File: src/rtl/core/rclli_pkg.sv
// ----------------------------------------------------------------------------
// RC/LAN interlock package
// Shared types, state codes and register reset values.
// ----------------------------------------------------------------------------
package rclli_pkg;

   // Channel bound for the watched-channel check
   localparam logic [4:0] MAX_CHANNELS = 5'd14;

   // Register indexes on the configuration port
   localparam int CSR_INDEX_W = 2;
   localparam int CSR_DATA_W  = 16;

   typedef enum logic [CSR_INDEX_W-1:0] {
      CSR_INTERLOCK_ENABLED   = 2'd0,
      CSR_WATCHED_CHANNEL     = 2'd1,
      CSR_ACTIVE_MAX_PULSE_US = 2'd2,
      CSR_CONFIRM_FRAMES      = 2'd3
   } csr_index_type;

   // Shown / committed / pending state codes
   typedef enum logic [2:0] {
      ST_DISABLED  = 3'd0,
      ST_NOSIG     = 3'd1,
      ST_FAILSAFE  = 3'd2,
      ST_PRIORITY  = 3'd3,
      ST_LOST      = 3'd4,
      ST_UNAVAIL   = 3'd5,
      ST_PRIO_CAND = 3'd6,
      ST_FS_CAND   = 3'd7
   } mode_type;

   typedef struct packed {
      logic        interlock_enabled;
      logic [3:0]  watched_channel;
      logic [15:0] active_max_pulse_us;
      logic [7:0]  confirm_frames;
   } cfg_type;

   localparam cfg_type CFG_RESET = '{
      interlock_enabled:   1'b0,
      watched_channel:     4'd5,
      active_max_pulse_us: 16'd1500,
      confirm_frames:      8'd3
   };

   typedef struct packed {
      mode_type    display_state;
      mode_type    committed_mode;
      mode_type    pending_mode;
      logic [7:0]  pending_count;
      logic [31:0] priority_epoch_count;
      logic [31:0] last_frame_seq;
   } state_type;

   typedef struct packed {
      logic        receiver_present;
      logic        signal_ok;
      logic        channels_present;
      logic [3:0]  channel_total;
      logic [15:0] selected_pulse_us;
      logic [31:0] frame_seq;
   } req_item_type;

   typedef struct packed {
      mode_type    shown_state;
      logic        lan_permit;
      logic [15:0] pulse_us_out;
      logic [31:0] epoch_out;
      logic [7:0]  confirm_count_out;
      logic [7:0]  confirm_needed_out;
   } rsp_item_type;

   // State right after reset or any register write
   function automatic state_type reinit_state(input logic enabled);
      state_type s;
      s.display_state        = enabled ? ST_NOSIG : ST_DISABLED;
      s.committed_mode       = s.display_state;
      s.pending_mode         = ST_DISABLED;
      s.pending_count        = 8'd0;
      s.priority_epoch_count = 32'd0;
      s.last_frame_seq       = 32'd0;
      return s;
   endfunction

   // Register set that lets the block produce results
   function automatic logic cfg_valid(input cfg_type c);
      return !c.interlock_enabled ||
             (c.watched_channel != 4'd0 &&
              {1'b0, c.watched_channel} <= MAX_CHANNELS &&
              c.active_max_pulse_us != 16'd0 &&
              c.confirm_frames != 8'd0);
   endfunction

endpackage

File: src/rtl/core/rc_link_lan_interlock_unit.sv
// ----------------------------------------------------------------------------
// RC/LAN interlock unit
// Arbitrates between radio (PPM) priority and LAN control from receiver items.
// ----------------------------------------------------------------------------
// Each req item is one receiver observation. It is captured in an input
// register, classified by a single pass of comparison logic against the
// interlock state, and the result lands in an output register once that
// register is free; rsp_valid rises as the result is registered there. One
// item can be taken every cycle, limited only by rsp_stall. When
// interlock_enabled is 1 and the other registers are out of range
// (watched channel 0 or above 14, zero pulse limit, zero confirm count)
// items are still taken but yield no result. Any csr write resets the
// interlock state just like reset; write registers only while no item is in
// flight. csr_ready is always high.
// ----------------------------------------------------------------------------
module rc_link_lan_interlock_unit import rclli_pkg::*; (
   input  logic                    clock,
   input  logic                    reset,
   // observation items
   input  logic                    req_valid,
   output logic                    req_stall,
   input  req_item_type            req_item,
   // result items
   output logic                    rsp_valid,
   input  logic                    rsp_stall,
   output rsp_item_type            rsp_item,
   // register writes
   input  logic                    csr_valid,
   output logic                    csr_ready,
   input  logic [CSR_INDEX_W-1:0]  csr_index,
   input  logic [CSR_DATA_W-1:0]   csr_data
);

   cfg_type      cfg_ff, cfg_in;
   state_type    state_ff, state_in, state_nxt;
   logic         s1_valid_ff, s1_valid_in;
   req_item_type s1_item_ff;
   logic         rsp_valid_ff, rsp_valid_in;
   rsp_item_type rsp_item_ff;
   rsp_item_type step_result;
   logic         csr_write;
   logic         out_free;
   logic         s1_take;
   logic         produce;

   assign csr_ready = 1'b1;
   assign csr_write = csr_valid && csr_ready;

   // Register file
   always_comb begin
      cfg_in = cfg_ff;
      if (csr_write) begin
         unique case (csr_index_type'(csr_index))
            CSR_INTERLOCK_ENABLED:   cfg_in.interlock_enabled   = csr_data[0];
            CSR_WATCHED_CHANNEL:     cfg_in.watched_channel     = csr_data[3:0];
            CSR_ACTIVE_MAX_PULSE_US: cfg_in.active_max_pulse_us = csr_data[15:0];
            CSR_CONFIRM_FRAMES:      cfg_in.confirm_frames      = csr_data[7:0];
            default:                 cfg_in = cfg_ff;
         endcase
      end
   end

   // Pipeline control: output register frees when empty or being taken
   assign out_free  = !rsp_valid_ff || !rsp_stall;
   assign s1_take   = s1_valid_ff && out_free;
   assign produce   = s1_take && cfg_valid(cfg_ff);
   assign req_stall = s1_valid_ff && !out_free;

   assign s1_valid_in  = (req_valid && !req_stall) ? 1'b1 :
                         (s1_take ? 1'b0 : s1_valid_ff);
   assign rsp_valid_in = produce ? 1'b1 : (rsp_stall ? rsp_valid_ff : 1'b0);

   rclli_step u_step (
      .cfg       (cfg_ff),
      .state_cur (state_ff),
      .item      (s1_item_ff),
      .state_nxt (state_nxt),
      .result    (step_result)
   );

   // Register write re-initializes; otherwise state advances per produced item
   always_comb begin
      state_in = state_ff;
      if (csr_write) begin
         state_in = reinit_state(cfg_in.interlock_enabled);
      end else if (produce) begin
         state_in = state_nxt;
      end
   end

   always_ff @(posedge clock) begin
      if (reset) begin
         cfg_ff       <= CFG_RESET;
         state_ff     <= reinit_state(CFG_RESET.interlock_enabled);
         s1_valid_ff  <= 1'b0;
         rsp_valid_ff <= 1'b0;
      end else begin
         cfg_ff       <= cfg_in;
         state_ff     <= state_in;
         s1_valid_ff  <= s1_valid_in;
         rsp_valid_ff <= rsp_valid_in;
      end
   end

   // Payload registers
   always_ff @(posedge clock) begin
      if (req_valid && !req_stall) begin
         s1_item_ff <= req_item;
      end
      if (produce) begin
         rsp_item_ff <= step_result;
      end
   end

   assign rsp_valid = rsp_valid_ff;
   assign rsp_item  = rsp_item_ff;

endmodule

File: src/rtl/core/rclli_step.sv
// ----------------------------------------------------------------------------
// RC/LAN interlock step
// Classifies one observation and computes the next state and the result item.
// ----------------------------------------------------------------------------
module rclli_step import rclli_pkg::*; (
   input  cfg_type      cfg,
   input  state_type    state_cur,
   input  req_item_type item,
   output state_type    state_nxt,
   output rsp_item_type result
);

   mode_type    next_mode;
   mode_type    auth_mode;
   logic [15:0] used_pulse;
   logic        fresh;
   logic [7:0]  count_inc;

   // Classification of the observation
   always_comb begin
      next_mode  = ST_DISABLED;
      used_pulse = 16'd0;
      if (cfg.interlock_enabled) begin
         if (!item.receiver_present || !item.signal_ok) begin
            next_mode = (state_cur.priority_epoch_count != 32'd0) ? ST_LOST : ST_NOSIG;
         end else if (!item.channels_present ||
                      item.channel_total < cfg.watched_channel) begin
            next_mode = ST_UNAVAIL;
         end else begin
            used_pulse = item.selected_pulse_us;
            next_mode  = (item.selected_pulse_us <= cfg.active_max_pulse_us) ?
                         ST_PRIORITY : ST_FAILSAFE;
         end
      end
   end

   assign fresh = item.signal_ok && item.frame_seq != 32'd0 &&
                  item.frame_seq != state_cur.last_frame_seq;

   // Candidate count, saturating
   always_comb begin
      if (state_cur.pending_mode == next_mode) begin
         count_inc = (state_cur.pending_count == 8'hFF) ?
                     state_cur.pending_count : state_cur.pending_count + 8'd1;
      end else begin
         count_inc = 8'd1;
      end
   end

   always_comb begin
      state_nxt = state_cur;
      if (fresh) begin
         state_nxt.last_frame_seq = item.frame_seq;
      end
      priority if (!cfg.interlock_enabled) begin
         state_nxt.committed_mode = next_mode;
         state_nxt.pending_mode   = next_mode;
         state_nxt.pending_count  = 8'd0;
         state_nxt.display_state  = next_mode;
      end else if (next_mode == ST_NOSIG || next_mode == ST_LOST ||
                   next_mode == ST_UNAVAIL) begin
         state_nxt.pending_count = 8'd0;
         state_nxt.pending_mode  = state_cur.committed_mode;
         state_nxt.display_state = next_mode;
      end else if (next_mode == state_cur.committed_mode) begin
         state_nxt.pending_count = 8'd0;
         state_nxt.pending_mode  = next_mode;
         state_nxt.display_state = next_mode;
      end else if (fresh) begin
         state_nxt.pending_mode  = next_mode;
         state_nxt.pending_count = count_inc;
         if (count_inc >= cfg.confirm_frames) begin
            if (next_mode == ST_PRIORITY && state_cur.committed_mode != ST_PRIORITY) begin
               state_nxt.priority_epoch_count = state_cur.priority_epoch_count + 32'd1;
            end
            state_nxt.committed_mode = next_mode;
            state_nxt.pending_count  = 8'd0;
            state_nxt.display_state  = next_mode;
         end else begin
            state_nxt.display_state = (next_mode == ST_PRIORITY) ? ST_PRIO_CAND : ST_FS_CAND;
         end
      end else if (state_cur.pending_count == 8'd0) begin
         state_nxt.display_state = state_cur.committed_mode;
      end
   end

   // Candidates defer to the committed mode for LAN authority
   assign auth_mode = (state_nxt.display_state == ST_PRIO_CAND ||
                       state_nxt.display_state == ST_FS_CAND) ?
                      state_nxt.committed_mode : state_nxt.display_state;

   always_comb begin
      result.shown_state        = state_nxt.display_state;
      result.lan_permit         = (auth_mode == ST_DISABLED || auth_mode == ST_NOSIG ||
                                   auth_mode == ST_FAILSAFE || auth_mode == ST_LOST);
      result.pulse_us_out       = used_pulse;
      result.epoch_out          = state_nxt.priority_epoch_count;
      result.confirm_count_out  = state_nxt.pending_count;
      result.confirm_needed_out = cfg.confirm_frames;
   end

endmodule

File: config.mk
export PLATFORM = sky130hd
export DESIGN_NAME = rc_link_lan_interlock_unit
export DESIGN_NICKNAME = d
export VERILOG_FILES = /design/src/rtl/core/rclli_pkg.sv /design/src/rtl/core/rc_link_lan_interlock_unit.sv /design/src/rtl/core/rclli_step.sv
export SDC_FILE = /design/constraint.sdc
export NUM_CORES = 1
export LEC_CHECK = 0
export BUFFER_PORTS_ARGS = -buffer_cell sky130_fd_sc_hd__buf_2
export CAP_MARGIN = 20
export CORE_ASPECT_RATIO = 0.5
export CORE_MARGIN = 3
export CORE_UTILIZATION = 34
export DETAILED_ROUTE_END_ITERATION = 7
export GPL_TIMING_DRIVEN = 0
export SLEW_MARGIN = 10
export SYNTH_ARGS = -nofsm -noshare
export SYNTH_HDL_FRONTEND = slang
export SYNTH_SLANG_ARGS = --single-unit
File: constraint.sdc
create_clock -name clock -period 6.4 [get_ports clock]
set_input_delay 0.96 -clock clock [delete_from_list [all_inputs] [get_ports clock]]
set_output_delay 0.96 -clock clock [all_outputs]
set_load 0.03 [all_outputs]
Word-level counts from Yosys, hierarchy flattened
Cells that the tools add are included.
{"block": "word_totals", "mem_bits_rw": 0, "output_inout_bits": 71, "regBits": 235, "mem_count": 0, "latch_bits": 0, "input_bits": 78, "romBits": 0, "elab_cells": 134}
{"block": "op_classes", "div_mod_pow": 0, "eq_ne": 19, "mux": 39, "multipliers": 0, "shift": 0, "magnitude_cmp": 4, "addsub": 2, "bitwise": 1, "reduce_logical": 45}
{"op": "81-bit two-way mux", "n": 2}
{"op": "32-bit two-way mux", "n": 5}
{"op": "32-bit nonzero test", "n": 2}
{"op": "46-bit two-way mux", "n": 1}
{"op": "40-bit two-way mux", "n": 1}
{"op": "3-bit two-way mux", "n": 13}
{"op": "32-bit by 1-bit adder with 32-bit output, second input constant", "n": 1}
{"op": "32-bit != test", "n": 1}
{"op": "29-bit two-way mux", "n": 1}
{"op": "8-bit two-way mux", "n": 3}
{"op": "11-bit two-way mux", "n": 2}
{"op": "17-bit two-way mux", "n": 1}
{"op": "16-bit <= comparator", "n": 1}
{"op": "16-bit two-way mux", "n": 1}
{"op": "16-bit nonzero test", "n": 1}
{"op": "3-bit == test, second input constant", "n": 5}
{"op": "1-bit logical AND", "n": 10}
{"op": "1-bit logical OR", "n": 10}
{"op": "2-bit AND reduction", "n": 5}
{"op": "8-bit by 1-bit adder with 8-bit output, second input constant", "n": 1}
{"op": "8-bit == test, second input constant", "n": 1}
{"op": "8-bit >= comparator", "n": 1}
{"op": "1-bit logical NOT", "n": 8}
{"op": "8-bit logical NOT", "n": 1}
{"op": "20 further kinds", "n": 32}

Longest topological paths before layout
Gate-level depths: netlist of run 1.
{"block": "logic_depth", "depth_word": 20, "ltp_mapped": 23, "ltp_nobuf": 20}

Modules after synthesis
From an unflattened synthesis of run 1, not the netlist that was laid out.
{"block": "unflattened", "hier_cells": 1490, "area_unflattened_um2": 14162.3}
{"module": "rc_link_lan_interlock_unit", "instances": 1, "seq_area_each_um2": 5935.7, "cells_per_inst": 976, "area_per_inst_um2": 10536.4}
{"module": "rclli_step", "instances": 1, "seq_area_each_um2": 0.0, "cells_per_inst": 514, "area_per_inst_um2": 3626.0}

Worst setup path after synthesis of run 1
Ideal clock, no wire load.
{"block": "synth_path", "path_type": "reg-to-reg", "startpoint": "register cfg_ff[22] (netlist bit)", "endpoint": "register rsp_item_ff (netlist bit rsp_item[64]) (data pin)", "setup_time_ns": 0.260, "arrival_ns": 5.132, "path_stages_with_launch": 22, "synth_period_minus_slack_ns": 5.392, "slack_ns": 1.008, "path_buffers": 1, "required_ns": 6.140, "path_cell_list": "dfxtp_1 > inv_1 > ha_1 > nand4_1 > or4_1 > a21oi_1 > or4b_2 > a221oi_2 > xor2_1 > or2_0 > clkbuf_1 > nor2_1 > ha_1 > nand2b_1 > a2111oi_0 > o31ai_1 > o41ai_1 > o21ai_0 > o21bai_1 > a32oi_1 > o21bai_1 > mux2_2"}
{"element": "start: declaration", "line_no": "rc_link_lan_interlock_unit.sv:34", "text": "cfg_type cfg_ff, cfg_in;"}
{"element": "start signal: assignment", "line_no": "rc_link_lan_interlock_unit.sv:98", "text": "cfg_ff <= cfg_in;"}
{"element": "end signal: assignment", "line_no": "rc_link_lan_interlock_unit.sv:111", "text": "rsp_item_ff <= step_result;"}
{"element": "end: declaration", "line_no": "rc_link_lan_interlock_unit.sv:39", "text": "rsp_item_type rsp_item_ff;"}

==> results.py, run 1 <==
metrics = {
    "cts": {
        "cts_tree": "yes",
        "htreeDepth": 1,
        "clk_pin_slew_ns": 0.06,
        "cts_buffers": 24,
        "clkLatencyLatePin_ns": 0.54,
        "clock-sinks": 235,
        "clk_path_buf_depth": 3,
        "root_buffer": "clkbuf_16",
    },
    "power": {
        "power.density_mw_per_mm2": 257,
        "vdd_ir_drop_max_mv": 0.162,
        "leakage_uw": 0.00507,
        "power_uw": 3370,
    },
    "global_route": {
        "grt_max_degree": 44,
        "grt_pass1_vias": 7983,
        "grt_pass1_wl_mm": 43.4,
        "grt-ovfl-total": 0,
        "grt_usage": 0.157,
        "antenna_found_initial": 0,
    },
    "setup_path": {
        "start_kind": "flop",
        "cp_slowest_cell": "or4b_2",
        "path_max_fanout": 8,
        "worstSetupPathType": "flop to flop",
        "ff2ff_path_depth": 22,
        "slowest_delay_ns": 0.78,
        "end_kind": "flop",
        "crit_arrival_ns": 6.30,
        "worstPathRequired_ns": 6.81,
        "path_cells": "inv_1 > ha_1 > nand4_1 > or4_1 > a21oi_1 > or4b_2 > a221oi_4 > buf_4 > xor2_4 > or2_0 > clkbuf_2 > nor2_1 > ha_1 > nand2b_1 > a2111oi_1 > o31ai_1 > o41a_1 > a2111oi_1 > o21ai_0 > a32oi_2 > o21bai_1 > mux2_2",
    },
    "routing": {
        "wl_per_cell_um": 16.7,
        "routed_wl_mm": 27.5,
        "vias": 8230,
        "drt_iter0_markers": 589,
        "route.detailed.drc": 0,
        "drtAntennaViolNets": 0,
        "first_pass_iters": 5,
        "via_per_inst": 5.00,
    },
    "timing": {
        "finalHoldViolCount": 0,
        "holdWs_ns": 0.488,
        "clock.fmax_mhz": 170,
        "finalCriticalPeriod_ns": 5.89,
        "clock_skew_ns": 0.0245,
        "finalMaxSlewViolations": 0,
        "min_period_over_period": 0.920,
        "max_slew.worst_pin.slew_ns": 1.06,
        "max_slew_margin": 0.291,
        "setup_viol": 0,
        "grt_setup_unrepaired": "false",
    },
    "yosys": {
        "syn_area_per_cell_um2": 10.6,
        "ys_types": 65,
        "synth_edf_count": 123,
        "yosysWarnings": 0,
        "ys_ff_latch": 235,
        "synthArstFlopShare": 0,
        "synth_area_mm2": 0.0108,
        "synth_ff_type": "edfxtp_1",
        "synth_cells": 1025,
        "syn-num-nets": 1134,
        "synth-seq-area-share": 0.548,
    },
    "place": {
        "dpl_cell_area_mm2": 0.0122,
        "gp_congestion": 0.907,
        "dp.final_hpwl_mm": 20.4,
        "port_buffers": 145,
        "place_inst": 1596,
    },
    "layout": {
        "nNetsFinal": 1314,
        "final_area_mm2": 0.0131,
        "antenna_cells": 0,
        "layout.cells.non_filler": 1646,
        "layout-drive-gt1-share": 0.191,
        "area_growth_pct": 20.9,
    },
    "floorplan": {
        "die-area_mm2": 0.0342,
        "rows": 45,
        "initial_core_util": 0.351,
        "chipWidth_um": 258,
        "die_y_um": 132,
        "io_pins": 149,
        "coreArea_mm2": 0.0309,
    },
    "worst_hold_path": {
        "hold_path.class": "flop to flop",
        "hold_path_depth": 2,
    },
    "status": {
        "status": "finished, final reports clean",
    },
    "flow_run": {
        "max-cap-violations": 0,
    },
}
-- placed cells by master (no fill, tap or decap), drive strengths merged, types with 4 or more instances in the layout --
master	n
a2111oi	5
a31oi	5
inv	47
clkinv	7
mux2i	39
clkbuf	68
xor2	24
o21ai	24
nand3	34
nor2	122
o31ai	7
a211o	6
nand2b	7
nor3	32
and3	11
and2	17
nand4	26
o21a	4
ha	31
or3	7
a211oi	4
a221oi	4
nor4	30
buf	162
nand2	86
or2	5
edfxtp	123
xnor2	69
a21oi	48
dfxtp	112
or4	4
nand3b	10
-- cells by family after synthesis --
| logic type | count (synthesis) | synth area share |
|---|---|---|
| and+or+nand+nor | 401 | 0.188 |
| DFF | 235 | 0.548 |
| AOI/OAI and AO/OA | 130 | 0.0798 |
| xor gates and xnor gates | 93 | 0.0752 |
| buffers and inverters | 92 | 0.0330 |
| muxes | 42 | 0.0392 |
| adders and majority gates | 31 | 0.0358 |
| other | 1 | 0.000346 |
-- flip-flops by register name (all words and copies together) (netlist names) --
signal and count:
state_ff 81, rsp_valid 1, s1_valid_ff 1, rsp_item 68, s1_item_ff 55, cfg_ff 29
-- cells in the mapped netlist (all sizes together) (17+ instances only) --
cell / count / area (um2)
clkbuf: 38 / 143
ha: 31 / 388
a21oi: 48 / 240
o21ai: 24 / 120
dfxtp: 112 / 2240
mux2i: 39 / 390
edfxtp: 123 / 3690
nand4: 26 / 199
xnor2: 69 / 604
nand3: 34 / 175
nor4: 30 / 200
nand2: 86 / 323
xor2: 24 / 210
inv: 45 / 169
and2: 17 / 106
nor3: 32 / 205
nor2: 122 / 458
-- path summary, 6_finish.rpt --
| check | startpoint | to | slack (ns) |
|---|---|---|---|
| hold / removal | cfg_ff[23]$_SDFFE_PP0P_ | cfg_ff[23]$_SDFFE_PP0P_ | 0.49 |
| setup reg to reg | cfg_ff[22]$_SDFFE_PP0P_ | rsp_item[64]$_DFFE_PP_ | 0.51 |
| hold reg to reg | cfg_ff[23]$_SDFFE_PP0P_ | cfg_ff[23]$_SDFFE_PP0P_ | 0.49 |
| setup / recovery | cfg_ff[22]$_SDFFE_PP0P_ | rsp_item[64]$_DFFE_PP_ | 0.51 |
-- metal layers --
layer / part of all wire / track usage / routed length [um]
met1: 0.46 / 0.215 / 12700
met4: 0.017 / 0.0341 / 479
met5: 0 / 0 / 0
met2: 0.47 / 0.262 / 12800
met3: 0.054 / 0.0290 / 1480
-- through the flow --
stage                     setup WS (ns)  TNS (ns)  utilization
after floorplan                    1.01         0            -
after global placement           -0.209     -3.78        0.392
after detailed placement         -0.243     -5.01        0.394
after CTS                        0.0969         0        0.422
after global routing             0.0319         0        0.424
final                             0.514         0        0.424
-- critical path: cells and delay by family (launching register included) --
family | cells | cell delay, ns
fa+ha+maj | 2 | 0.58
buf+inv | 3 | 0.43
mux | 1 | 0.15
compound gates | 9 | 2.40
xor+xnor | 1 | 0.26
flops | 1 | 0.36
simple gates | 6 | 1.56
-- final cells by class --
cell class / instances / area (um2)
Buffer: 47 / 194
Clock buffer: 30 / 653
Clock inverter: 14 / 164
Fill cell: 2965 / 17800
Inverter: 45 / 169
Multi-Input combinational cell: 698 / 4600
Sequential cell: 235 / 5940
Tap cell: 423 / 529
Timing Repair Buffer: 154 / 848
-- where the power goes --
group / total, uW / switching (uW) / internal [uW]
Clock: 1450 / 604 / 850
Sequential: 1670 / 31.5 / 1630
Combinational: 248 / 160 / 87.2
-- timing repair --
item,4_1_cts,5_1_grt
buffers inserted,2,2
hold buffers,0,0
pin swaps,1,1
setup endpoints to repair,44,82
gates resized for setup,2,9
endpoints found under the hold margin,0,0
(Power assumes the default switching activity.)
==> run 2, diff against run 1 <==
--- a/config.mk
+++ b/config.mk
@@ -5,10 +5,11 @@
 export SDC_FILE = /design/constraint.sdc
 export NUM_CORES = 1
 export LEC_CHECK = 0
+export ABC_AREA = 1
 export BUFFER_PORTS_ARGS = -buffer_cell sky130_fd_sc_hd__buf_2
 export CAP_MARGIN = 20
 export CORE_ASPECT_RATIO = 0.5
-export CORE_MARGIN = 3
+export CORE_MARGIN = 2
 export CORE_UTILIZATION = 34
 export DETAILED_ROUTE_END_ITERATION = 7
 export GPL_TIMING_DRIVEN = 0
==> results.py, run 2 <==
metrics = {
    "yosys": {
        "ys_types": 43,
        "yosys.cell_count.top_type": "nand2_1",
        "ys_ff_latch": 235,
        "synth-seq-area-share": 0.549,
        "synth_cells": 1214,
        "yosysTopAreaCell": "edfxtp_1",
        "synth_ff_type": "edfxtp_1",
        "synth_top_cells_by_count": "201 x nand2_1, 194 x inv_1, 123 x edfxtp_1, 120 x a21oi_1, 112 x dfxtp_1",
        "yosysWarnings": 0,
        "synthArstFlopShare": 0,
        "synth_area_leaders": "edfxtp_1 34%, dfxtp_1 21%, nand2_1 7.0%",
        "syn_area_per_cell_um2": 8.91,
        "synth_area_mm2": 0.0108,
        "syn-num-nets": 1323,
        "synth_edf_count": 123,
        "netlist.area_leader.share": 0.342,
    },
    "place": {
        "place_ws_ns": 1.49,
        "dp.final_hpwl_mm": 19.9,
        "dpl_cell_area_mm2": 0.0122,
        "gp_congestion": 0.896,
        "port_buffers": 147,
    },
    "setup_path": {
        "end_kind": "flop",
        "cp_slowest_cell": "edfxtp_1",
        "worstPathRequired_ns": 6.67,
        "crit_top_cell": "nand2_1",
        "worstSetupPathType": "flop to flop",
        "crit_arrival_ns": 5.28,
        "start_kind": "flop",
        "critPathBufInv": 6,
        "critPathTopFamily": "simple AND/OR/NAND/NOR gates",
        "path_max_fanout": 10,
        "slowest_delay_ns": 0.42,
    },
    "floorplan": {
        "initial_core_util": 0.344,
        "die_y_um": 130,
        "chipWidth_um": 256,
        "die-area_mm2": 0.0333,
        "rows": 46,
        "io_pins": 149,
        "coreArea_mm2": 0.0315,
    },
    "layout": {
        "largest_reg_flops": 81,
        "nNetsFinal": 1500,
        "layout-drive-gt1-share": 0.160,
        "area_growth_pct": 19.9,
        "final_area_mm2": 0.0130,
        "mostFrequentLayoutCell": "nand2_1",
        "mostFrequentLayoutCells": "201 x nand2_1, 193 x inv_1, 151 x buf_2, 123 x edfxtp_1, 120 x a21oi_1",
        "utilization": 0.412,
        "top_register": "state_ff",
    },
    "power": {
        "power_uw": 3460,
        "swShare": 0.248,
        "power.density_mw_per_mm2": 267,
        "leakage_uw": 0.00569,
        "pwr-share-clk": 0.422,
        "vdd_ir_drop_max_mv": 0.145,
        "power_frac_comb": 0.090,
        "p_switching_uw": 858,
        "seq_power_share": 0.488,
        "p_int_uw": 2600,
    },
    "timing": {
        "max_slew_margin": 0.545,
        "fin_ws_ns": 1.39,
        "min_period_over_period": 0.783,
        "grt_setup_unrepaired": "false",
        "setup_tns_ns": 0,
        "setup_viol": 0,
        "finalCriticalPeriod_ns": 5.01,
        "max_slew.worst_pin.slew_ns": 0.681,
        "clock_skew_ns": 0.0120,
        "clock.fmax_mhz": 199,
        "finalMaxSlewViolations": 0,
        "finalHoldViolCount": 0,
    },
    "cts": {
        "cts_resized": 0,
        "hold_buffers": 0,
        "htreeDepth": 1,
        "cts_tree": "yes",
        "clk_path_buf_depth": 3,
        "cts_buffers": 25,
        "clk_pin_slew_ns": 0.06,
        "clkLatencyLatePin_ns": 0.52,
        "cts_setup_buffers": 0,
        "root_buffer": "clkbuf_16",
        "clock-sinks": 235,
    },
    "global_route": {
        "grt_usage": 0.157,
        "antenna_found_initial": 1,
        "grt_max_degree": 35,
        "grt-ovfl-total": 0,
        "grt_pass1_vias": 7950,
        "grt_pass1_wl_mm": 41.8,
    },
    "routing": {
        "route.detailed.drc": 0,
        "vias": 8531,
        "via_per_inst": 4.63,
        "routed_wl_mm": 26.9,
        "drt_iter0_markers": 657,
        "wl_per_cell_um": 14.6,
        "drtAntennaViolNets": 0,
        "first_pass_iters": 5,
    },
    "worst_hold_path": {
        "hold_path.class": "flop to flop",
    },
    "status": {
        "status": "finished, final reports clean",
    },
    "flow_run": {
        "max-cap-violations": 0,
    },
}
==> run 2: layout make-up <==
class                           instances  area (um2)
Fill cell                            3176       18500
Sequential cell                       235        5940
Multi-Input combinational cell        743        3990
Timing Repair Buffer                  150         796
Inverter                              199         747
Clock buffer                           31         658
Tap cell                              432         541
Clock inverter                         14         158
Buffer                                 37         148
Antenna cell                            1        2.50
==> run 2: per-stage QoR <==
stage | instances | hold slack, ns
after CTS | 1841 | 0.446
final | 1842 | 0.446
after floorplan | 1214 | 0.408
after detailed placement | 1796 | 0.435
after global placement | 1793 | 0.429
after global routing | 1842 | 0.459
==> run 2: cell families after synthesis <==
| family | Yosys count | share of synthesized area |
|---|---|---|
| AND/OR/NAND/NOR | 432 | 0.181 |
| adder cells (fa/ha/maj) | 31 | 0.0359 |
| other | 1 | 0.000347 |
| buffers and inverters | 236 | 0.0826 |
| XOR/XNOR | 46 | 0.0379 |
| flip-flops | 235 | 0.549 |
| AO/OA/AOI/OAI | 233 | 0.113 |
==> run 2: worst paths after layout <==
path	from	end	slack [ns]	cells past startpoint
worst max-delay path	s1_item_ff[43]$_DFFE_PP_	rsp_item[44]$_DFFE_PP_	1.39	28
worst max register to register	s1_item_ff[43]$_DFFE_PP_	rsp_item[44]$_DFFE_PP_	1.39	28
worst min register to register	cfg_ff[7]$_SDFFE_PP0P_	rsp_item[7]$_DFFE_PP_	0.45	0
worst min-delay path	cfg_ff[7]$_SDFFE_PP0P_	rsp_item[7]$_DFFE_PP_	0.45	0
==> run 2: layer usage <==
layer	part of all wire	up-vias	GRT usage	wire length, um
met2	0.47	168	0.262	12500
met1	0.47	3965	0.215	12800
li1	-	4374	-	-
met4	0.014	0	0.0341	367
met5	0	-	0	0
met3	0.046	24	0.0278	1250
==> run 2: power groups by stage <==
stage / logic [uW] / registers [uW] / clock network, uW
final: 312 / 1690 / 1460
after global routing: 350 / 1690 / 1560
after CTS: 314 / 1690 / 1490
after detailed placement: 312 / 1720 / 0
after global placement: 304 / 1730 / 0
after floorplan: 166 / 1750 / 0
==> run 2: worst reg2reg max path, delay by kind of cell (launching register included) <==
family                     cells  cell delay (ns)
AOI/OAI and AO/OA              2             0.31
and+or+nand+nor               17             2.29
xor gates and xnor gates       1             0.22
DFF                            1             0.42
adders and majority gates      2             0.61
buffers and inverters          6             0.90
==> run 3, diff against run 2 <==
==> constraint.sdc (replaced) <==
create_clock -name clock -period 5.2 [get_ports clock]
set_input_delay 0.78 -clock clock [delete_from_list [all_inputs] [get_ports clock]]
set_output_delay 0.78 -clock clock [all_outputs]
set_load 0.03 [all_outputs]
==> results.py, run 3 (same netlist as run 2, synthesis figures left out) <==
metrics = {
    "status": {
        "status": "finished, final reports clean",
    },
    "layout": {
        "largest_reg_flops": 81,
        "top_register": "state_ff",
        "layout-drive-gt1-share": 0.161,
        "mostFrequentLayoutCells": "200 x nand2_1, 193 x inv_1, 150 x buf_2, 123 x edfxtp_1, 120 x a21oi_1",
        "nNetsFinal": 1500,
        "area_growth_pct": 20.0,
        "fillers": 3175,
        "mostFrequentLayoutCell": "nand2_1",
        "final_area_mm2": 0.0130,
        "utilization": 0.412,
    },
    "floorplan": {
        "initial_core_util": 0.344,
        "coreArea_mm2": 0.0315,
        "die-area_mm2": 0.0333,
        "die_y_um": 130,
        "rows": 46,
        "io_pins": 149,
        "chipWidth_um": 256,
    },
    "global_route": {
        "grt_pass1_wl_mm": 41.8,
        "grt_max_degree": 35,
        "met3_usage": 0.0278,
        "grt_usage": 0.157,
        "grt-ovfl-total": 0,
        "gr-usage-met1": 0.215,
        "antenna_found_initial": 1,
        "busiest_layer": "met2",
        "grt_pass1_vias": 7950,
        "gr-usage-met2": 0.262,
    },
    "routing": {
        "vias": 8532,
        "via_per_inst": 4.63,
        "routed_wl_mm": 26.9,
        "drtAntennaViolNets": 0,
        "first_pass_iters": 5,
        "drt_iter0_markers": 614,
        "route.detailed.drc": 0,
        "wl_per_cell_um": 14.6,
    },
    "power": {
        "leakage_uw": 0.00569,
        "vdd_ir_drop_max_mv": 0.180,
        "power.density_mw_per_mm2": 329,
    },
    "timing": {
        "finalHoldViolCount": 0,
        "holdWs_ns": 0.423,
        "clock_skew_ns": 0.0163,
        "finalMaxSlewViolations": 0,
        "min_period_over_period": 0.929,
        "finalCriticalPeriod_ns": 4.83,
        "max_slew_margin": 0.545,
        "max_slew.worst_pin.slew_ns": 0.683,
        "clock.fmax_mhz": 207,
        "setup_viol": 0,
    },
    "setup_path": {
        "slowest_delay_ns": 0.42,
        "start_kind": "flop",
        "end_kind": "flop",
        "r2r-end": "rsp_item[44]$_DFFE_PP_",
        "worstSetupPathType": "flop to flop",
        "ff2ff_path_depth": 28,
        "crit_arrival_ns": 5.11,
        "cp_slowest_cell": "edfxtp_1",
        "path_max_fanout": 10,
        "rrSetupSlack_ns": 0.37,
        "worstPathRequired_ns": 5.47,
        "crit_top_cell": "nand2_1",
        "rr_startpoint": "s1_item_ff[43]$_DFFE_PP_",
    },
    "place": {
        "dpl_cell_area_mm2": 0.0122,
        "port_buffers": 147,
        "gp_congestion": 0.896,
        "dp.final_hpwl_mm": 19.9,
    },
    "cts": {
        "clkLatencyLatePin_ns": 0.53,
        "cts_tree": "yes",
        "htreeDepth": 1,
        "cts_buffers": 25,
        "hold_buffers": 0,
        "clock-sinks": 235,
        "root_buffer": "clkbuf_16",
        "clk_pin_slew_ns": 0.06,
        "clk_path_buf_depth": 3,
    },
    "worst_hold_path": {
        "hold_start": "req_item[31]",
        "hold_path_depth": 1,
        "hold_path.class": "primary input to flop",
        "holdPathEnd": "s1_item_ff[31]$_DFFE_PP_",
    },
    "flow_run": {
        "max-cap-violations": 0,
    },
}
## run 3: worst max path at each step
stage | end | from | cells past startpoint | slack, ns
finish | rsp_item[44]$_DFFE_PP_ | s1_item_ff[43]$_DFFE_PP_ | 28 | 0.37
global route | rsp_item[44]$_DFFE_PP_ | s1_item_ff[43]$_DFFE_PP_ | 29 | -0.0002
CTS | rsp_item[44]$_DFFE_PP_ | s1_item_ff[43]$_DFFE_PP_ | 28 | 0.22
detailed placement | rsp_item[44]$_DFFE_PP_ | s1_item_ff[43]$_DFFE_PP_ | 28 | 0.29
global placement | rsp_item[55]$_SDFFCE_PP0P_ | rsp_stall | 6 | -0.32
floorplan | rsp_item[0]$_DFFE_PP_ | rsp_stall | 5 | 1.37
## run 3: cell type report
cell class / instances / area (um2) / share of cell area
antenna: 1 / 2.50 / 0.000193
buffer: 37 / 150 / 0.0116
clock buffer: 31 / 658 / 0.0507
clock inverter: 14 / 158 / 0.0121
inverter: 199 / 747 / 0.0576
multi-input combinational: 743 / 3990 / 0.308
sequential: 235 / 5940 / 0.457
tap: 432 / 541 / 0.0416
timing repair buffer: 150 / 796 / 0.0613
## run 3: power breakdown
group	internal (uW)	switching [uW]	total, uW
logic	121	264	385
registers	2030	45.9	2080
clock network	1050	749	1800
## run 3: layer usage
layer	up-vias	wire length, um
met1	3956	12800
met3	26	1240
met2	175	12500
met4	0	376
li1	4375	-
met5	-	0
## run 3: worst max-delay path, delay by kind of cell, from the launching register on
family                     cells  cell delay (ns)
and+or+nand+nor               17             2.18
xor gates and xnor gates       1             0.21
DFF                            1             0.42
adders and majority gates      2             0.61
AOI/OAI and AO/OA              2             0.31
buffers and inverters          6             0.83
## run 3: per-stage QoR
| stage | worst slack (ns) | instances | total power (uW) | setup TNS [ns] |
|---|---|---|---|---|
| final | 0.369 | 1842 | 4260 | 0 |
| after global routing | -0.000178 | 1842 | 4440 | -0.000178 |
| after CTS | 0.217 | 1841 | 4300 | 0 |
| after detailed placement | 0.294 | 1796 | 2500 | 0 |
| after global placement | -0.316 | 1793 | 2500 | -23.54 |
| after floorplan | 1.37 | 1214 | 2360 | 0 |
## run 3: timing repair
action | in CTS | in global routing
gates resized for setup | 0 | 3
setup buffers | 0 | 0
hold endpoints to repair | 0 | 0
endpoints found under the setup margin | 0 | 15
